**src/hw/rtl/aatm_pkg.sv**
```systemverilog
// Shared types and constants of the ASCII-art tile matcher.
package aatm_pkg;

  localparam int CfgDataW = 13;
  localparam int CfgIdxW  = 2;
  localparam int SumW     = 20;
  localparam int LevelW   = 16;
  localparam int LumaW    = 8;
  localparam int OutIdxW  = 6;
  localparam int QueueDepth = 4;

  localparam int ImageWidthRst  = 640;
  localparam int BlockWidthRst  = 8;
  localparam int BlockHeightRst = 16;
  localparam int GlyphCountRst  = 58;
  localparam int ImageWidthMax  = 4096;
  localparam int BlockMax       = 64;

  // Q0.16 luma weights
  localparam logic [15:0] WeightBlue  = 16'd7502;
  localparam logic [15:0] WeightGreen = 16'd38444;
  localparam logic [15:0] WeightRed   = 16'd19589;

  typedef enum logic [CfgIdxW-1:0] {
    REG_IMAGE_WIDTH,
    REG_BLOCK_WIDTH,
    REG_BLOCK_HEIGHT,
    REG_GLYPH_COUNT
  } aatm_reg_e;

  typedef enum logic {
    OP_PIXEL,
    OP_TABLE
  } aatm_op_e;

  typedef enum logic [2:0] {
    FR_IDLE,
    FR_ADD,
    FR_SWEEP,
    FR_TBL,
    FR_DIV_N,
    FR_DIV_T
  } aatm_front_e;

  typedef enum logic [1:0] {
    BK_IDLE,
    BK_DIV,
    BK_SEARCH,
    BK_EMIT
  } aatm_back_e;

  // clamped geometry seen by the front
  typedef struct packed {
    logic [12:0] width;
    logic [6:0]  bwidth;
    logic [6:0]  bheight;
  } aatm_geom_t;

  // one tile handed from front to back
  typedef struct packed {
    logic [SumW-1:0] sum;
    logic            row_end;
    logic            run_last;
  } aatm_tile_t;

endpackage

```
**src/hw/rtl/ascii_art_tile_matcher.sv**
```systemverilog
// Top level of the ASCII-art tile matcher: config registers, front, queue, back, glyph RAM.
//
// Input channel (push/full): pixel beats in raster order, or table-write beats
// that load one glyph level. full stays high while the front is busy with a
// beat; a table write also waits until every queued tile has been matched.
// When a block row completes (or last_pixel is seen) the front flushes one
// tile sum per cycle into a 4-entry queue while the queue has room, up to
// MAX_TILE_COLS sums per row. Result channel (empty/pop): one beat per tile
// with the nearest glyph index. For each tile the back takes it from the
// queue, divides for the mean, searches the glyph table and loads the result
// register before it takes the next tile.
// A write to image_width or block_width, seen while the front is idle,
// re-derives the tile count and the current tile position with two divider
// runs; full stays high meanwhile.
// Reset clears the tile sums, position counters and all config registers to
// their defaults; glyph levels must be written before use.
// A stalled receiver holds the result register; the back stops, the queue
// fills, and the front raises full during its next row flush.
module ascii_art_tile_matcher #(
  parameter int MAX_TILE_COLS = 32,
  parameter int TABLE_DEPTH   = 64
) (
  input  logic                              clk_i,
  input  logic                              rst_ni,
  input  logic                              push,
  output logic                              full,
  input  logic                              opcode_i,
  input  logic [7:0]                        blue_i,
  input  logic [7:0]                        green_i,
  input  logic [7:0]                        red_i,
  input  logic                              last_pixel_i,
  input  logic [5:0]                        entry_index_i,
  input  logic [15:0]                       entry_level_i,
  output logic                              empty,
  input  logic                              pop,
  output logic [5:0]                        glyph_index_o,
  output logic                              row_end_o,
  output logic                              run_last_o,
  input  logic                              cfg_we_i,
  input  logic [aatm_pkg::CfgIdxW-1:0]      cfg_idx_i,
  input  logic [aatm_pkg::CfgDataW-1:0]     cfg_data_i
);

  localparam int AW = $clog2(TABLE_DEPTH);
  localparam int CW = $clog2(TABLE_DEPTH + 1);

  logic [12:0] iw_q;
  logic [6:0]  bw_q;
  logic [6:0]  bh_q;
  logic [6:0]  gc_q;
  logic        recalc_q;
  logic [12:0] area_q;

  aatm_pkg::aatm_geom_t geom;
  logic [CW-1:0]        gcount;
  aatm_pkg::aatm_reg_e  cfg_reg;

  logic                 q_push;
  logic                 q_full;
  logic                 q_pop;
  logic                 q_empty;
  aatm_pkg::aatm_tile_t q_wdata;
  aatm_pkg::aatm_tile_t q_rdata;
  logic                 bk_idle;
  logic                 tbl_we;
  logic [AW-1:0]        tbl_addr;
  logic [15:0]          tbl_data;
  logic                 rd_en;
  logic [AW-1:0]        rd_addr;
  logic [15:0]          rd_data;

  assign cfg_reg = aatm_pkg::aatm_reg_e'(cfg_idx_i);

  always_comb begin
    geom.width   = (iw_q == '0) ? 13'd1 :
                   (iw_q > 13'(aatm_pkg::ImageWidthMax)) ? 13'(aatm_pkg::ImageWidthMax) : iw_q;
    geom.bwidth  = (bw_q == '0) ? 7'd1 : (bw_q > 7'(aatm_pkg::BlockMax)) ? 7'(aatm_pkg::BlockMax) : bw_q;
    geom.bheight = (bh_q == '0) ? 7'd1 : (bh_q > 7'(aatm_pkg::BlockMax)) ? 7'(aatm_pkg::BlockMax) : bh_q;
    gcount       = (gc_q == '0) ? CW'(1) :
                   (int'(gc_q) > TABLE_DEPTH) ? CW'(TABLE_DEPTH) : CW'(gc_q);
  end

  always_ff @(posedge clk_i or negedge rst_ni) begin
    if (!rst_ni) begin
      iw_q     <= 13'(aatm_pkg::ImageWidthRst);
      bw_q     <= 7'(aatm_pkg::BlockWidthRst);
      bh_q     <= 7'(aatm_pkg::BlockHeightRst);
      gc_q     <= 7'(aatm_pkg::GlyphCountRst);
      recalc_q <= 1'b0;
      area_q   <= 13'(aatm_pkg::BlockWidthRst * aatm_pkg::BlockHeightRst);
    end else begin
      recalc_q <= cfg_we_i &&
                  (cfg_reg == aatm_pkg::REG_IMAGE_WIDTH || cfg_reg == aatm_pkg::REG_BLOCK_WIDTH);
      area_q   <= 13'(14'(geom.bwidth) * 14'(geom.bheight));
      if (cfg_we_i) begin
        unique case (cfg_reg)
          aatm_pkg::REG_IMAGE_WIDTH:  iw_q <= cfg_data_i;
          aatm_pkg::REG_BLOCK_WIDTH:  bw_q <= cfg_data_i[6:0];
          aatm_pkg::REG_BLOCK_HEIGHT: bh_q <= cfg_data_i[6:0];
          aatm_pkg::REG_GLYPH_COUNT:  gc_q <= cfg_data_i[6:0];
          default: begin
          end
        endcase
      end
    end
  end

  aatm_front #(
    .MAX_TILE_COLS(MAX_TILE_COLS),
    .TABLE_DEPTH  (TABLE_DEPTH)
  ) u_front (
    .clk_i        (clk_i),
    .rst_ni       (rst_ni),
    .push_i       (push),
    .full_o       (full),
    .opcode_i     (opcode_i),
    .blue_i       (blue_i),
    .green_i      (green_i),
    .red_i        (red_i),
    .last_pixel_i (last_pixel_i),
    .entry_index_i(entry_index_i),
    .entry_level_i(entry_level_i),
    .geom_i       (geom),
    .recalc_i     (recalc_q),
    .back_idle_i  (bk_idle && q_empty),
    .q_full_i     (q_full),
    .q_push_o     (q_push),
    .q_data_o     (q_wdata),
    .tbl_we_o     (tbl_we),
    .tbl_addr_o   (tbl_addr),
    .tbl_data_o   (tbl_data)
  );

  aatm_fifo u_fifo (
    .clk_i  (clk_i),
    .rst_ni (rst_ni),
    .push_i (q_push),
    .data_i (q_wdata),
    .full_o (q_full),
    .pop_i  (q_pop),
    .data_o (q_rdata),
    .empty_o(q_empty)
  );

  aatm_ram #(
    .WIDTH(16),
    .DEPTH(TABLE_DEPTH)
  ) u_glyph_ram (
    .clk_i  (clk_i),
    .we_i   (tbl_we),
    .waddr_i(tbl_addr),
    .wdata_i(tbl_data),
    .re_i   (rd_en),
    .raddr_i(rd_addr),
    .rdata_o(rd_data)
  );

  aatm_back #(
    .TABLE_DEPTH(TABLE_DEPTH)
  ) u_back (
    .clk_i        (clk_i),
    .rst_ni       (rst_ni),
    .q_empty_i    (q_empty),
    .q_pop_o      (q_pop),
    .q_data_i     (q_rdata),
    .area_i       (area_q),
    .gcount_i     (gcount),
    .rd_en_o      (rd_en),
    .rd_addr_o    (rd_addr),
    .rd_data_i    (rd_data),
    .idle_o       (bk_idle),
    .empty_o      (empty),
    .pop_i        (pop),
    .glyph_index_o(glyph_index_o),
    .row_end_o    (row_end_o),
    .run_last_o   (run_last_o)
  );

  // queue never written while full
  a_no_overflow: assert property (@(posedge clk_i) disable iff (!rst_ni)
    q_push |-> !q_full) else $error("tile queue overflow");

  // glyph table only changes once every queued tile has been matched
  a_tbl_drained: assert property (@(posedge clk_i) disable iff (!rst_ni)
    tbl_we |-> (q_empty && bk_idle && !rd_en)) else $error("table write during search");

  // every accepted beat makes the front busy and raises full
  a_front_busy: assert property (@(posedge clk_i) disable iff (!rst_ni)
    (push && !full) |=> full) else $error("front took two beats back to back");

endmodule

```
**src/hw/rtl/aatm_ram.sv**
```systemverilog
// Generic single-write, single-read RAM with registered read data.
module aatm_ram #(
  parameter int WIDTH = 16,
  parameter int DEPTH = 64
) (
  input  logic                     clk_i,
  input  logic                     we_i,
  input  logic [$clog2(DEPTH)-1:0] waddr_i,
  input  logic [WIDTH-1:0]         wdata_i,
  input  logic                     re_i,
  input  logic [$clog2(DEPTH)-1:0] raddr_i,
  output logic [WIDTH-1:0]         rdata_o
);

  logic [WIDTH-1:0] mem_q [DEPTH];
  logic [WIDTH-1:0] rdata_q;

  always_ff @(posedge clk_i) begin
    if (we_i) begin
      mem_q[waddr_i] <= wdata_i;
    end
    if (re_i) begin
      rdata_q <= mem_q[raddr_i];
    end
  end

  assign rdata_o = rdata_q;

endmodule

```
**src/hw/rtl/aatm_div.sv**
```systemverilog
// Restoring divider, one quotient bit per cycle.
module aatm_div #(
  parameter int NW = 13,
  parameter int DW = 7
) (
  input  logic          clk_i,
  input  logic          rst_ni,
  input  logic          start_i,
  input  logic [NW-1:0] dividend_i,
  input  logic [DW-1:0] divisor_i,
  output logic          done_o,
  output logic [NW-1:0] quot_o,
  output logic [DW-1:0] rem_o
);

  localparam int CntW = $clog2(NW + 1);

  logic [CntW-1:0] cnt_q;
  logic            done_q;
  logic [NW-1:0]   quo_q;
  logic [DW-1:0]   rem_q;
  logic [DW-1:0]   dvs_q;
  logic [DW:0]     shift;
  logic [DW:0]     diff;
  logic            ge;

  always_comb begin
    shift = {rem_q, quo_q[NW-1]};
    ge    = shift >= {1'b0, dvs_q};
    diff  = shift - {1'b0, dvs_q};
  end

  always_ff @(posedge clk_i or negedge rst_ni) begin
    if (!rst_ni) begin
      cnt_q  <= '0;
      done_q <= 1'b0;
    end else if (start_i) begin
      cnt_q  <= CntW'(NW);
      done_q <= 1'b0;
    end else begin
      done_q <= (cnt_q == CntW'(1));
      if (cnt_q != '0) begin
        cnt_q <= cnt_q - CntW'(1);
      end
    end
  end

  always_ff @(posedge clk_i) begin
    if (start_i) begin
      quo_q <= dividend_i;
      rem_q <= '0;
      dvs_q <= divisor_i;
    end else if (cnt_q != '0) begin
      quo_q <= {quo_q[NW-2:0], ge};
      rem_q <= ge ? diff[DW-1:0] : shift[DW-1:0];
    end
  end

  assign done_o = done_q;
  assign quot_o = quo_q;
  assign rem_o  = rem_q;

endmodule

```
**src/hw/rtl/aatm_fifo.sv**
```systemverilog
// Short tile queue between front and back.
module aatm_fifo (
  input  logic                   clk_i,
  input  logic                   rst_ni,
  input  logic                   push_i,
  input  aatm_pkg::aatm_tile_t   data_i,
  output logic                   full_o,
  input  logic                   pop_i,
  output aatm_pkg::aatm_tile_t   data_o,
  output logic                   empty_o
);

  localparam int PW = $clog2(aatm_pkg::QueueDepth);

  aatm_pkg::aatm_tile_t mem_q [aatm_pkg::QueueDepth];
  logic [PW-1:0] wp_q;
  logic [PW-1:0] rp_q;
  logic [PW:0]   cnt_q;
  logic          do_push;
  logic          do_pop;

  assign full_o  = cnt_q == (PW + 1)'(aatm_pkg::QueueDepth);
  assign empty_o = cnt_q == '0;
  assign do_push = push_i && !full_o;
  assign do_pop  = pop_i && !empty_o;
  assign data_o  = mem_q[rp_q];

  always_ff @(posedge clk_i or negedge rst_ni) begin
    if (!rst_ni) begin
      wp_q  <= '0;
      rp_q  <= '0;
      cnt_q <= '0;
    end else begin
      if (do_push) begin
        wp_q <= wp_q + PW'(1);
      end
      if (do_pop) begin
        rp_q <= rp_q + PW'(1);
      end
      if (do_push && !do_pop) begin
        cnt_q <= cnt_q + (PW + 1)'(1);
      end else if (do_pop && !do_push) begin
        cnt_q <= cnt_q - (PW + 1)'(1);
      end
    end
  end

  always_ff @(posedge clk_i) begin
    if (do_push) begin
      mem_q[wp_q] <= data_i;
    end
  end

endmodule

```
**src/hw/rtl/aatm_front.sv**
```systemverilog
// Front: takes items, sums tile luma, flushes rows, writes table, re-derives tiling.
module aatm_front #(
  parameter int MAX_TILE_COLS = 32,
  parameter int TABLE_DEPTH   = 64
) (
  input  logic                               clk_i,
  input  logic                               rst_ni,
  input  logic                               push_i,
  output logic                               full_o,
  input  logic                               opcode_i,
  input  logic [7:0]                         blue_i,
  input  logic [7:0]                         green_i,
  input  logic [7:0]                         red_i,
  input  logic                               last_pixel_i,
  input  logic [5:0]                         entry_index_i,
  input  logic [aatm_pkg::LevelW-1:0]        entry_level_i,
  input  aatm_pkg::aatm_geom_t               geom_i,
  input  logic                               recalc_i,
  input  logic                               back_idle_i,
  input  logic                               q_full_i,
  output logic                               q_push_o,
  output aatm_pkg::aatm_tile_t               q_data_o,
  output logic                               tbl_we_o,
  output logic [$clog2(TABLE_DEPTH)-1:0]     tbl_addr_o,
  output logic [aatm_pkg::LevelW-1:0]        tbl_data_o
);

  localparam int TW  = $clog2(MAX_TILE_COLS);
  localparam int NCW = $clog2(MAX_TILE_COLS + 1);
  localparam int AW  = $clog2(TABLE_DEPTH);
  localparam int NcolsFull = aatm_pkg::ImageWidthRst / aatm_pkg::BlockWidthRst + 1;
  localparam int NcolsRst  = (NcolsFull > MAX_TILE_COLS) ? MAX_TILE_COLS : NcolsFull;
  localparam int SW = aatm_pkg::SumW;

  aatm_pkg::aatm_front_e state_q, state_d;

  logic [SW-1:0]   sums_q [MAX_TILE_COLS];
  logic [aatm_pkg::LumaW-1:0] luma_q;
  logic            last_q;
  logic [5:0]      tidx_q;
  logic [aatm_pkg::LevelW-1:0] tlevel_q;
  logic [11:0]     pc_q, pc_d;
  logic [11:0]     tile_q, tile_d;
  logic [5:0]      off_q, off_d;
  logic [5:0]      row_q, row_d;
  logic [NCW-1:0]  ncols_q, ncols_d;
  logic [TW-1:0]   s_q, s_d;
  logic            more_q, more_d;

  logic            accept;
  logic [23:0]     wsum;
  logic [12:0]     pc_inc;
  logic            wrap;
  logic [6:0]      row_inc;
  logic            comp;
  logic            tile_ok;
  logic            sum_we;
  logic [SW-1:0]   sum_add;
  logic            last_tile;
  logic            clear_all;
  logic            div_start;
  logic [12:0]     div_dividend;
  logic [12:0]     div_q;
  logic [6:0]      div_r;
  logic            div_done;
  logic [13:0]     ncols_calc;

  aatm_div #(
    .NW(13),
    .DW(7)
  ) u_div (
    .clk_i     (clk_i),
    .rst_ni    (rst_ni),
    .start_i   (div_start),
    .dividend_i(div_dividend),
    .divisor_i (geom_i.bwidth),
    .done_o    (div_done),
    .quot_o    (div_q),
    .rem_o     (div_r)
  );

  assign full_o = (state_q != aatm_pkg::FR_IDLE) || recalc_i;
  assign accept = push_i && !full_o;

  always_comb begin
    wsum = 24'(aatm_pkg::WeightBlue) * 24'(blue_i)
         + 24'(aatm_pkg::WeightGreen) * 24'(green_i)
         + 24'(aatm_pkg::WeightRed) * 24'(red_i);
    pc_inc     = 13'(pc_q) + 13'd1;
    wrap       = pc_inc >= geom_i.width;
    row_inc    = 7'(row_q) + 7'd1;
    comp       = wrap && (row_inc >= geom_i.bheight);
    tile_ok    = tile_q < 12'(ncols_q);
    sum_add    = sums_q[tile_q[TW-1:0]] + SW'(luma_q);
    last_tile  = NCW'(s_q) == ncols_q - NCW'(1);
    ncols_calc = 14'(div_q) + 14'd1;
  end

  // next state
  always_comb begin
    state_d = state_q;
    unique case (state_q)
      aatm_pkg::FR_IDLE: begin
        if (recalc_i) begin
          state_d = aatm_pkg::FR_DIV_N;
        end else if (accept) begin
          state_d = (opcode_i == aatm_pkg::OP_TABLE) ? aatm_pkg::FR_TBL : aatm_pkg::FR_ADD;
        end
      end
      aatm_pkg::FR_ADD: begin
        state_d = (comp || last_q) ? aatm_pkg::FR_SWEEP : aatm_pkg::FR_IDLE;
      end
      aatm_pkg::FR_SWEEP: begin
        if (q_push_o && last_tile && !more_q) begin
          state_d = aatm_pkg::FR_IDLE;
        end
      end
      aatm_pkg::FR_TBL: begin
        if (back_idle_i) begin
          state_d = aatm_pkg::FR_IDLE;
        end
      end
      aatm_pkg::FR_DIV_N: begin
        if (div_done) begin
          state_d = aatm_pkg::FR_DIV_T;
        end
      end
      aatm_pkg::FR_DIV_T: begin
        if (div_done) begin
          state_d = aatm_pkg::FR_IDLE;
        end
      end
      default: state_d = aatm_pkg::FR_IDLE;
    endcase
  end

  // outputs and datapath updates
  always_comb begin
    pc_d         = pc_q;
    tile_d       = tile_q;
    off_d        = off_q;
    row_d        = row_q;
    ncols_d      = ncols_q;
    s_d          = s_q;
    more_d       = more_q;
    sum_we       = 1'b0;
    clear_all    = 1'b0;
    q_push_o     = 1'b0;
    tbl_we_o     = 1'b0;
    div_start    = 1'b0;
    div_dividend = geom_i.width;
    unique case (state_q)
      aatm_pkg::FR_IDLE: begin
        div_start = recalc_i;
      end
      aatm_pkg::FR_ADD: begin
        sum_we = tile_ok;
        more_d = comp && last_q;
        s_d    = '0;
        if (wrap) begin
          pc_d   = '0;
          tile_d = '0;
          off_d  = '0;
          row_d  = comp ? 6'd0 : row_inc[5:0];
        end else begin
          pc_d = pc_inc[11:0];
          if (7'(off_q) + 7'd1 == geom_i.bwidth) begin
            off_d  = '0;
            tile_d = tile_q + 12'd1;
          end else begin
            off_d = off_q + 6'd1;
          end
        end
        if (last_q) begin
          pc_d   = '0;
          tile_d = '0;
          off_d  = '0;
          row_d  = '0;
        end
      end
      aatm_pkg::FR_SWEEP: begin
        q_push_o = !q_full_i;
        if (q_push_o) begin
          if (last_tile) begin
            clear_all = 1'b1;
            s_d       = '0;
            more_d    = 1'b0;
          end else begin
            s_d = s_q + TW'(1);
          end
        end
      end
      aatm_pkg::FR_TBL: begin
        tbl_we_o = back_idle_i && (int'(tidx_q) < TABLE_DEPTH);
      end
      aatm_pkg::FR_DIV_N: begin
        div_dividend = {1'b0, pc_q};
        div_start    = div_done;
        if (div_done) begin
          ncols_d = (ncols_calc > 14'(MAX_TILE_COLS)) ? NCW'(MAX_TILE_COLS) : NCW'(ncols_calc);
        end
      end
      aatm_pkg::FR_DIV_T: begin
        if (div_done) begin
          tile_d = div_q[11:0];
          off_d  = div_r[5:0];
        end
      end
      default: begin
      end
    endcase
  end

  assign q_data_o.sum      = sums_q[s_q];
  assign q_data_o.row_end  = last_tile;
  assign q_data_o.run_last = last_tile && !more_q;
  assign tbl_addr_o        = tidx_q[AW-1:0];
  assign tbl_data_o        = tlevel_q;

  always_ff @(posedge clk_i or negedge rst_ni) begin
    if (!rst_ni) begin
      state_q <= aatm_pkg::FR_IDLE;
      pc_q    <= '0;
      tile_q  <= '0;
      off_q   <= '0;
      row_q   <= '0;
      ncols_q <= NCW'(NcolsRst);
      s_q     <= '0;
      more_q  <= 1'b0;
      sums_q  <= '{default: '0};
    end else begin
      state_q <= state_d;
      pc_q    <= pc_d;
      tile_q  <= tile_d;
      off_q   <= off_d;
      row_q   <= row_d;
      ncols_q <= ncols_d;
      s_q     <= s_d;
      more_q  <= more_d;
      if (clear_all) begin
        sums_q <= '{default: '0};
      end else if (sum_we) begin
        sums_q[tile_q[TW-1:0]] <= sum_add;
      end
    end
  end

  always_ff @(posedge clk_i) begin
    if (accept) begin
      luma_q   <= wsum[23:16];
      last_q   <= last_pixel_i;
      tidx_q   <= entry_index_i;
      tlevel_q <= entry_level_i;
    end
  end

endmodule

```
**src/hw/rtl/aatm_back.sv**
```systemverilog
// Back: tile mean by division, nearest glyph level search, result register.
module aatm_back #(
  parameter int TABLE_DEPTH = 64
) (
  input  logic                                clk_i,
  input  logic                                rst_ni,
  input  logic                                q_empty_i,
  output logic                                q_pop_o,
  input  aatm_pkg::aatm_tile_t                q_data_i,
  input  logic [12:0]                         area_i,
  input  logic [$clog2(TABLE_DEPTH+1)-1:0]    gcount_i,
  output logic                                rd_en_o,
  output logic [$clog2(TABLE_DEPTH)-1:0]      rd_addr_o,
  input  logic [aatm_pkg::LevelW-1:0]         rd_data_i,
  output logic                                idle_o,
  output logic                                empty_o,
  input  logic                                pop_i,
  output logic [aatm_pkg::OutIdxW-1:0]        glyph_index_o,
  output logic                                row_end_o,
  output logic                                run_last_o
);

  localparam int AW = $clog2(TABLE_DEPTH);
  localparam int CW = $clog2(TABLE_DEPTH + 1);
  localparam int LW = aatm_pkg::LevelW;
  localparam int NW = aatm_pkg::SumW + 8;

  aatm_pkg::aatm_back_e state_q, state_d;

  logic          row_end_q;
  logic          run_last_q;
  logic [LW-1:0] mean_q;
  logic [CW-1:0] i_q;
  logic          cmp_v_q;
  logic [AW-1:0] cmp_idx_q;
  logic [AW-1:0] best_q;
  logic [LW-1:0] best_d_q;
  logic          out_valid_q;
  logic [aatm_pkg::OutIdxW-1:0] gi_q;
  logic          oe_q;
  logic          ol_q;

  logic          div_done;
  logic [NW-1:0] div_q;
  logic [12:0]   div_r;
  logic          issue;
  logic          cmp_last;
  logic          load;
  logic [LW-1:0] lvl_diff;
  logic          better;

  aatm_div #(
    .NW(NW),
    .DW(13)
  ) u_div (
    .clk_i     (clk_i),
    .rst_ni    (rst_ni),
    .start_i   (q_pop_o),
    .dividend_i({q_data_i.sum, 8'h00}),
    .divisor_i (area_i),
    .done_o    (div_done),
    .quot_o    (div_q),
    .rem_o     (div_r)
  );

  always_comb begin
    lvl_diff = (rd_data_i > mean_q) ? rd_data_i - mean_q : mean_q - rd_data_i;
    better   = (cmp_idx_q == '0) || (lvl_diff < best_d_q);
    cmp_last = cmp_v_q && (CW'(cmp_idx_q) == gcount_i - CW'(1));
  end

  // next state
  always_comb begin
    state_d = state_q;
    unique case (state_q)
      aatm_pkg::BK_IDLE:   if (!q_empty_i) state_d = aatm_pkg::BK_DIV;
      aatm_pkg::BK_DIV:    if (div_done) state_d = aatm_pkg::BK_SEARCH;
      aatm_pkg::BK_SEARCH: if (cmp_last) state_d = aatm_pkg::BK_EMIT;
      aatm_pkg::BK_EMIT:   if (!out_valid_q || pop_i) state_d = aatm_pkg::BK_IDLE;
      default:             state_d = aatm_pkg::BK_IDLE;
    endcase
  end

  // outputs
  always_comb begin
    q_pop_o = 1'b0;
    issue   = 1'b0;
    load    = 1'b0;
    unique case (state_q)
      aatm_pkg::BK_IDLE:   q_pop_o = !q_empty_i;
      aatm_pkg::BK_SEARCH: issue = i_q < gcount_i;
      aatm_pkg::BK_EMIT:   load = !out_valid_q || pop_i;
      default: begin
      end
    endcase
  end

  assign rd_en_o   = issue;
  assign rd_addr_o = i_q[AW-1:0];
  assign idle_o    = state_q == aatm_pkg::BK_IDLE;
  assign empty_o   = !out_valid_q;
  assign glyph_index_o = gi_q;
  assign row_end_o     = oe_q;
  assign run_last_o    = ol_q;

  always_ff @(posedge clk_i or negedge rst_ni) begin
    if (!rst_ni) begin
      state_q     <= aatm_pkg::BK_IDLE;
      cmp_v_q     <= 1'b0;
      i_q         <= '0;
      out_valid_q <= 1'b0;
    end else begin
      state_q <= state_d;
      cmp_v_q <= issue;
      if (div_done) begin
        i_q <= '0;
      end else if (issue) begin
        i_q <= i_q + CW'(1);
      end
      if (load) begin
        out_valid_q <= 1'b1;
      end else if (pop_i) begin
        out_valid_q <= 1'b0;
      end
    end
  end

  always_ff @(posedge clk_i) begin
    if (q_pop_o) begin
      row_end_q  <= q_data_i.row_end;
      run_last_q <= q_data_i.run_last;
    end
    if (div_done) begin
      mean_q <= (div_q > NW'(16'hFFFF)) ? 16'hFFFF : div_q[LW-1:0];
    end
    cmp_idx_q <= i_q[AW-1:0];
    if (cmp_v_q && better) begin
      best_q   <= cmp_idx_q;
      best_d_q <= lvl_diff;
    end
    if (load) begin
      gi_q <= aatm_pkg::OutIdxW'(best_q);
      oe_q <= row_end_q;
      ol_q <= run_last_q;
    end
  end

endmodule
```
**config.mk**
```make
export PLATFORM = sky130hd
export DESIGN_NAME = ascii_art_tile_matcher
export DESIGN_NICKNAME = d
export VERILOG_FILES = /design/src/hw/rtl/aatm_pkg.sv /design/src/hw/rtl/ascii_art_tile_matcher.sv /design/src/hw/rtl/aatm_ram.sv /design/src/hw/rtl/aatm_div.sv /design/src/hw/rtl/aatm_fifo.sv /design/src/hw/rtl/aatm_front.sv /design/src/hw/rtl/aatm_back.sv
export SDC_FILE = /design/constraint.sdc
export NUM_CORES = 2
export LEC_CHECK = 0
export BUFFER_PORTS_ARGS = -buffer_cell sky130_fd_sc_hd__buf_4
export CORE_UTILIZATION = 30
export CTS_BUF_LIST = sky130_fd_sc_hd__clkbuf_8
export DETAILED_ROUTE_END_ITERATION = 8
export GPL_TIMING_DRIVEN = 1
export MAX_ROUTING_LAYER = met4
export SKIP_CTS_REPAIR_TIMING = 1
export SLEW_MARGIN = 20
export SYNTH_ARGS = -nofsm -noshare
export SYNTH_HDL_FRONTEND = slang
export SYNTH_HIERARCHICAL = 1
export SYNTH_SLANG_ARGS = --single-unit
```
**constraint.sdc**
```tcl
create_clock -name clk_i -period 10.19 [get_ports clk_i]
set_clock_uncertainty 0.15 [all_clocks]
set_input_delay 0 -clock clk_i [delete_from_list [all_inputs] [get_ports clk_i]]
set_output_delay 0 -clock clk_i [all_outputs]
set_load 0.03 [all_outputs]
```
======== Word-level counts from Yosys, hierarchy flattened ========
Memories as Yosys holds them, arrays and structs flattened. A register that Yosys moved wholly into a read port is not among the register bits.
Index checks and enable logic that the tools add are counted.
operators by class
  add/subtract/negate cells ............... 23
  multiply operators ...................... 4
  order comparisons ....................... 17
  equal/unequal tests ..................... 29
  mux-type cells .......................... 89
  bitwise operators ....................... 2
  reduce and logical (&&, ||, !) cells .... 60
operators with widths
  cell                                                   count
  two-way mux 640 bit                                    2
  bitwise mux 640 bit                                    1
  binary-select mux 20 bit (select 5 bit)                2
  demux 20 bit (select 5 bit)                            1
  two-way mux 20 bit                                     5
  two-way mux 13 bit                                     6
  two-way mux 12 bit                                     6
  two-way mux 7 bit                                      9
  two-way mux 28 bit                                     2
  two-way mux 6 bit                                      8
  subtractor 16 bit                                      2
  > comparator 28 x 16 -> 1 bit (second input constant)  1
  adder 21 x 24 -> 24 bit                                1
  adder 24 x 23 -> 24 bit                                1
  two-way mux 3 bit                                      8
  one-hot mux 12 bit (2 select lines)                    1
  multiplier 15 x 8 -> 23 bit (first input constant)     1
  multiplier 14 x 8 -> 22 bit (first input constant)     1
  > comparator 7 bit (second input constant)             3
  logical NOT 7 bit                                      3
  adder 20 x 8 -> 20 bit                                 1
  multiplier 12 x 8 -> 20 bit (first input constant)     1
  two-way mux 5 bit                                      4
  two-way mux 1 bit                                      19
  67 further kinds                                       135
word-level totals
  bits in registers ....................... 934
  bits in writable memories ............... 1112
  bits of input ports ..................... 68
  output and inout port bits .............. 10
  word-level logic and storage cells ...... 303
  memories ................................ 2
memory list
  name               depth  width  read ports  clocked after Yosys merged registers in  wr ports  RTL line         source
  u_glyph_ram.mem_q  64     16     1           1                                        1         aatm_ram.sv:15   logic [WIDTH-1:0] mem_q [DEPTH];
  u_fifo.mem_q       4      22     1           0                                        1         aatm_fifo.sv:15  aatm_pkg::aatm_tile_t mem_q [aatm_pkg::QueueDepth];

======== Depth between registers and ports, before layout ========
  depth in word-level cells ............... 8
  gate-level depth with buffers ........... 31
  mapped depth without buffers ............ 31

======== By module ========
Netlist, hierarchy kept.
modules (own cells, without submodules)
  module                     times used  cells each  area each (sq um)
  aatm_front                 1           4060        45529.9
  aatm_ram                   1           1829        40202.3
  aatm_back                  1           459         4645.7
  aatm_fifo                  1           152         3614.7
  ascii_art_tile_matcher     1           327         3470.8
  aatm_div at u_back.u_div   1           285         3276.9
  aatm_div at u_front.u_div  1           149         1691.6

======== Worst setup path after synthesis ========
OpenSTA, ideal clock, no wires.
  path kind ............................... input port to flip-flop
  start point ............................. input blue_i[5]
  end point ............................... register u_front/luma_q[7] in the netlist's numbering, data pin
  library setup time ...................... 0.268 ns
  arrival ................................. 7.437 ns
  required time ........................... 9.772 ns
  slack ................................... 2.335 ns
  stages .................................. 30
  cell sequence ........................... fa_1 -> fa_1 -> fa_1 -> inv_1 -> fa_1 -> inv_1 -> ha_1 -> o21ai_0 -> nand2b_1 -> o311ai_0 -> nand3_1 -> o41ai_1 -> xnor2_1 -> ha_1 -> inv_1 -> fa_1 -> inv_1 -> fa_1 -> fa_1 -> fa_1 -> ha_1 -> o21ai_0 -> a21oi_1 -> a21o_1 -> nor2_1 -> o21ai_0 -> or4_1 -> a31o_2 -> a21oi_1 -> xnor3_1
between the ends
  longest elaborated chain between the ends .. 3
ends and longest elaborated chain
  element                      RTL line                      source
  start, declared              ascii_art_tile_matcher.sv:28  input logic [7:0] blue_i,
  multiplier 12 x 8 -> 20 bit  aatm_front.sv:86              wsum = 24'(aatm_pkg::WeightBlue) * 24'(blue_i)
  adder 21 x 24 -> 24 bit      aatm_front.sv:87              + 24'(aatm_pkg::WeightGreen) * 24'(green_i)
  adder 24 x 23 -> 24 bit      aatm_front.sv:88              + 24'(aatm_pkg::WeightRed) * 24'(red_i);
  via u_front.wsum[23]         aatm_front.sv:51              logic [23:0] wsum;
  end signal, assigned         aatm_front.sv:250             luma_q <= wsum[23:16];
  end, declared                aatm_front.sv:38              logic [aatm_pkg::LumaW-1:0] luma_q;
The timed path passes the listed nets, and every way through them passes these cells.
A chain may end at the register's enable or synchronous reset.

======== Worst setup path after layout ========
Same ends and word-level chain as after synthesis.

==> tab_implementation.tex <==
\begin{tabular}{lr}
\hline
Metric & Value \\
\hline
\multicolumn{2}{l}{\textbf{Logic synthesis}} \\
\quad Post-synthesis cell area & 0.1024 mm² \\
\quad Netlist cell types & 122 \\
\quad Post-synthesis cell type with the largest combined area & edfxtp\_1 \\
\quad Count of mapped cells out of synthesis & 7261 \\
\quad Dominant combinational cell family by area after synthesis & multiplexers \\
\quad Adder and majority cell fraction of the synthesized area & 0.06442 \\
\quad Count of flip-flops with a built-in enable after synthesis & 1268 \\
\quad Top FF cell, synth & edfxtp\_1 \\
\quad Share of Yosys cell area claimed by the top area cell type & 0.3717 \\
\quad Seq/Total Area, Yosys & 0.5645 \\
\quad Simple-gate share of the synthesized area & 0.08163 \\
\quad Leading post-synthesis cells by cell area & edfxtp\_1 37\%, dfrtp\_1 19\%, mux4\_2 12\%, ha\_1 4.2\%, nand3\_1 3.6\% \\
\quad Register bit total from synthesis & 2062 \\
\quad Fraction of synthesized area in multiplexers & 0.1591 \\
\quad Fraction of registers with async set/reset & 0.3725 \\
\quad Synthesis warning total & 6 \\
\quad Share of the synthesized area in compound gates (AO/OA/AOI/OAI) & 0.07765 \\
\quad Mean instance size in the synthesized netlist & 14.11 µm² \\
\quad Post-synthesis share of cell area spent on xor and xnor gates & 0.01198 \\
\multicolumn{2}{l}{\textbf{Floorplan}} \\
\quad Number of top-level design ports & 78 \\
\quad Area enclosed by the die boundary & 0.3438 mm² \\
\quad Std-Cell Core Area & 0.3398 mm² \\
\quad Std cell rows & 214 \\
\quad Vertical extent of the die & 586.3 µm \\
\quad Die X-Extent & 586.3 µm \\
\quad Initial core utilization & 0.3015 \\
\multicolumn{2}{l}{\textbf{Critical path}} \\
\quad Slowest-stage cell, CP & o41ai\_1 \\
\quad Largest stage delay on the critical path & 610 ps \\
\quad Worst-path fanout max & 6 \\
\quad Element type at the critical path start & primary input \\
\quad Reg-to-Reg End & u\_front/sums\_q[396] \\
\quad Crit path capture type & flop \\
\quad Worst reg-to-reg setup slack & 3410 ps \\
\quad Endpoint required time on the critical path & 10840 ps \\
\quad R2R cell count & 16 \\
\quad Reg-to-Reg Start & u\_front/tile\_q[0] \\
\quad CP Class & primary input to flop \\
\quad CP most frequent cell & fa\_1 \\
\quad Arrival time at the worst endpoint & 8860 ps \\
\multicolumn{2}{l}{\textbf{Drt}} \\
\quad Met2 wirelength from detailed routing & 134900 µm \\
\quad Number of detailed-routing iterations run before antenna repair & 7 \\
\quad Max Used Layer & met4 \\
\quad Met1 Routed Length & 116400 µm \\
\quad Met3 Routed Length & 19990 µm \\
\quad Total routed wirelength & 280200 µm \\
\quad Via count & 65229 \\
\quad Iteration-0 DRC Markers & 6438 \\
\quad Via-to-Cell Ratio & 5.303 \\
\quad DR WL/cell & 22.78 µm \\
\quad Detailed-route DRC error count & 66 \\
\quad Number of routed nets with antenna violations & 1 \\
\multicolumn{2}{l}{\textbf{Placement}} \\
\quad Final weighted congestion in routability-driven placement & 0.8497 \\
\quad Number of buffers inserted by port buffering & 77 \\
\quad Worst slack after detailed placement & 1542 ps \\
\quad Cell Count Post-Placement & 11543 \\
\quad Instance area after placement & 0.1077 mm² \\
\quad HPWL Detailed & 170500 µm \\
\multicolumn{2}{l}{\textbf{Global routing}} \\
\quad First-pass GRT wire length & 420100 µm \\
\quad Via count of the first global-routing pass & 65950 \\
\quad Overflow after GRT & 0 \\
\quad Antenna violations before repair & 8 \\
\quad Maximum number of pins on one net before global-route repair & 215 \\
\quad GRT Resource Usage Total & 0.1648 \\
\multicolumn{2}{l}{\textbf{Min path}} \\
\quad Worst Hold End & u\_front/luma\_q[0] \\
\quad Hold Crit Depth & 7 \\
\quad Worst Min Path Start & red\_i[2] \\
\quad Min-delay worst type & primary input to flop \\
\multicolumn{2}{l}{\textbf{Status}} \\
\quad Failing checks & antenna violations, design-rule violations, negative hold slack \\
\quad Run status & complete, but fails checks \\
\multicolumn{2}{l}{\textbf{Finish}} \\
\quad Cell area after layout & 0.1159 mm² \\
\quad Area used by sequential logic in the layout & 0.05786 mm² \\
\quad Non-filler cells in the finished layout & 12301 \\
\quad P\&R area growth vs syn & 13.15\% \\
\quad Share of layout cells above drive strength 1 & 0.2097 \\
\quad Area of combinational cells with multiple inputs & 0.04081 mm² \\
\quad Fill cell count & 32871 \\
\quad NumNets Final & 8015 \\
\multicolumn{2}{l}{\textbf{Clock network}} \\
\quad Clock-pin slew on the worst setup and hold paths & 60 ps \\
\quad Worst-skew pair later-pin latency & 1080 ps \\
\quad Clock root buffer & clkbuf\_8 \\
\quad Max clock buf depth & 4 \\
\quad CTS sink count & 2062 \\
\quad Number of CTS-inserted buffers & 364 \\
\quad Depth of the CTS H-tree & 5 \\
\quad CTS tree & built \\
\multicolumn{2}{l}{\textbf{Pwr}} \\
\quad Power density of the placed cells & 266.6 mW/mm² \\
\quad Leakage power figure & 0.04336 µW \\
\quad Maximum resistive drop on vdd & 0.4475 mV \\
\multicolumn{2}{l}{\textbf{Timing}} \\
\quad Fmax & 0.1219 GHz \\
\quad Count of final max-slew check failures & 0 \\
\quad Final Hold Fails & 1 \\
\quad Ratio of final minimum period to clock period & 0.8049 \\
\quad Slew at the pin with the worst max-slew slack & 1086 ps \\
\quad Worst slew margin & 0.2733 \\
\quad Worst hold-check slack & -17.51 ps \\
\quad Setup-failing EPs final & 0 \\
\quad Worst path setup slack after routing & 1988 ps \\
\quad Final critical-path required period & 8202 ps \\
\quad RSZ-0062 raised after global routing & false \\
\quad Final sum of negative setup slack & 0 ps \\
\multicolumn{2}{l}{\textbf{Flow run}} \\
\quad Max-Cap Viols & 0 \\
\hline
\end{tabular}
-- state kept, by name, summed over array words and instances (netlist names), 8 cells and up --
signal and cells:
iw_q 13, u_back/mean_q 16, u_front/pc_q 12, u_fifo/mem_q 88, u_front/tile_q 12, u_back/best_d_q 16
u_front/u_div/quot_o 13, u_back/u_div/rem_o 13, u_back/u_div/dvs_q 13, u_glyph_ram/rdata_o 16, u_front/tbl_data_o 16, u_front/luma_q 8
u_back/u_div/quot_o 28, u_front/sums_q 640, area_q 13, u_glyph_ram/mem_q 1024
-- cells in the final DEF (no fill, tap or decap), drive strengths merged, types with 37 or more instances in the layout --
master,instances
buf,267
nor2b,76
xor2,50
ha,345
nor2,214
fa,114
nand2b,37
xnor2,85
o21ai,750
dlygate4sd3,113
inv,456
mux2,131
nand2,211
mux2i,97
nor3,52
nand4,114
dfrtp,758
clkbuf,408
clkinv,90
edfxtp,1268
nand3,734
mux4,606
a21oi,127
a22oi,122
-- cell families (layout without fill, tap and decap cells) --
logic type / after synthesis / in the layout
muxes: 834 / 834
and+or+nand+nor: 1598 / 1598
xor gates and xnor gates: 136 / 136
buffers and inverters: 873 / 1360
DFF: 2062 / 2062
AOI/OAI and AO/OA: 1298 / 1298
other: 1 / 18
adders and majority gates: 459 / 459
-- layout make-up --
type | instances | share of cell area
flip-flops and latches | 2062 | 0.4992
well taps | 4536 | 0.04897
clock inverters | 225 | 0.01145
repair buffers | 380 | 0.02832
multi-input cells | 4333 | 0.3521
diodes | 10 | 0.0002159
clock buffers | 408 | 0.04845
inverters | 347 | 0.01124
-- where the power goes --
part	internal (µW)	switching [µW]
Sequential	10000	788
Combinational	5130	7560
Clock	3990	3410
-- synth_stat cells (113+ instances only) --
cell type and count:
o21ai_0 607, ha_1 345, mux4_2 554, inv_1 347, fa_1 114, nand2_1 209
dfrtp_1 758, nor2_1 212, nand3_1 731, edfxtp_1 1268, a21oi_1 122, mux2_2 128
clkbuf_1 236, a22oi_1 121, o21ai_1 113
-- worst max-delay path by stage --
stage | from | end | slack [ps] | cells past startpoint
CTS | blue_i[5] | u_front/luma_q[7] | 2650 | 31
global placement | blue_i[5] | u_front/luma_q[7] | 1390 | 31
finish | blue_i[5] | u_front/luma_q[7] | 1990 | 32
detailed placement | blue_i[5] | u_front/luma_q[7] | 1540 | 31
global route | blue_i[5] | u_front/luma_q[7] | 1490 | 32
floorplan | blue_i[5] | u_front/luma_q[7] | 2340 | 30
-- metal layers --
| metal | vias to the layer above | track usage |
|---|---|---|
| li1 | 28426 | - |
| met3 | 512 | 0.03066 |
| met5 | - | - |
| met1 | 33737 | 0.2106 |
| met4 | 0 | 0.05552 |
| met2 | 2554 | 0.2632 |
-- critical path, delay by kind of cell --
family,cells,cell delay [ps]
adder cells (fa/ha/maj),11,4830
XOR/XNOR,2,370
buffers and inverters,6,920
AO/OA/AOI/OAI,9,1880
AND/OR/NAND/NOR,4,860
-- through the flow --
stage                       util  hold WS (ps)  total power [µW]
after global routing      0.3411         3.310             32850
final                     0.3411        -17.51             30900
after global placement    0.3169        -20.76             23290
after floorplan                -        -445.6             20040
after detailed placement  0.3170        -3.323             23500
after CTS                 0.3374         -1155             31020
(Power assumes the default switching activity.)
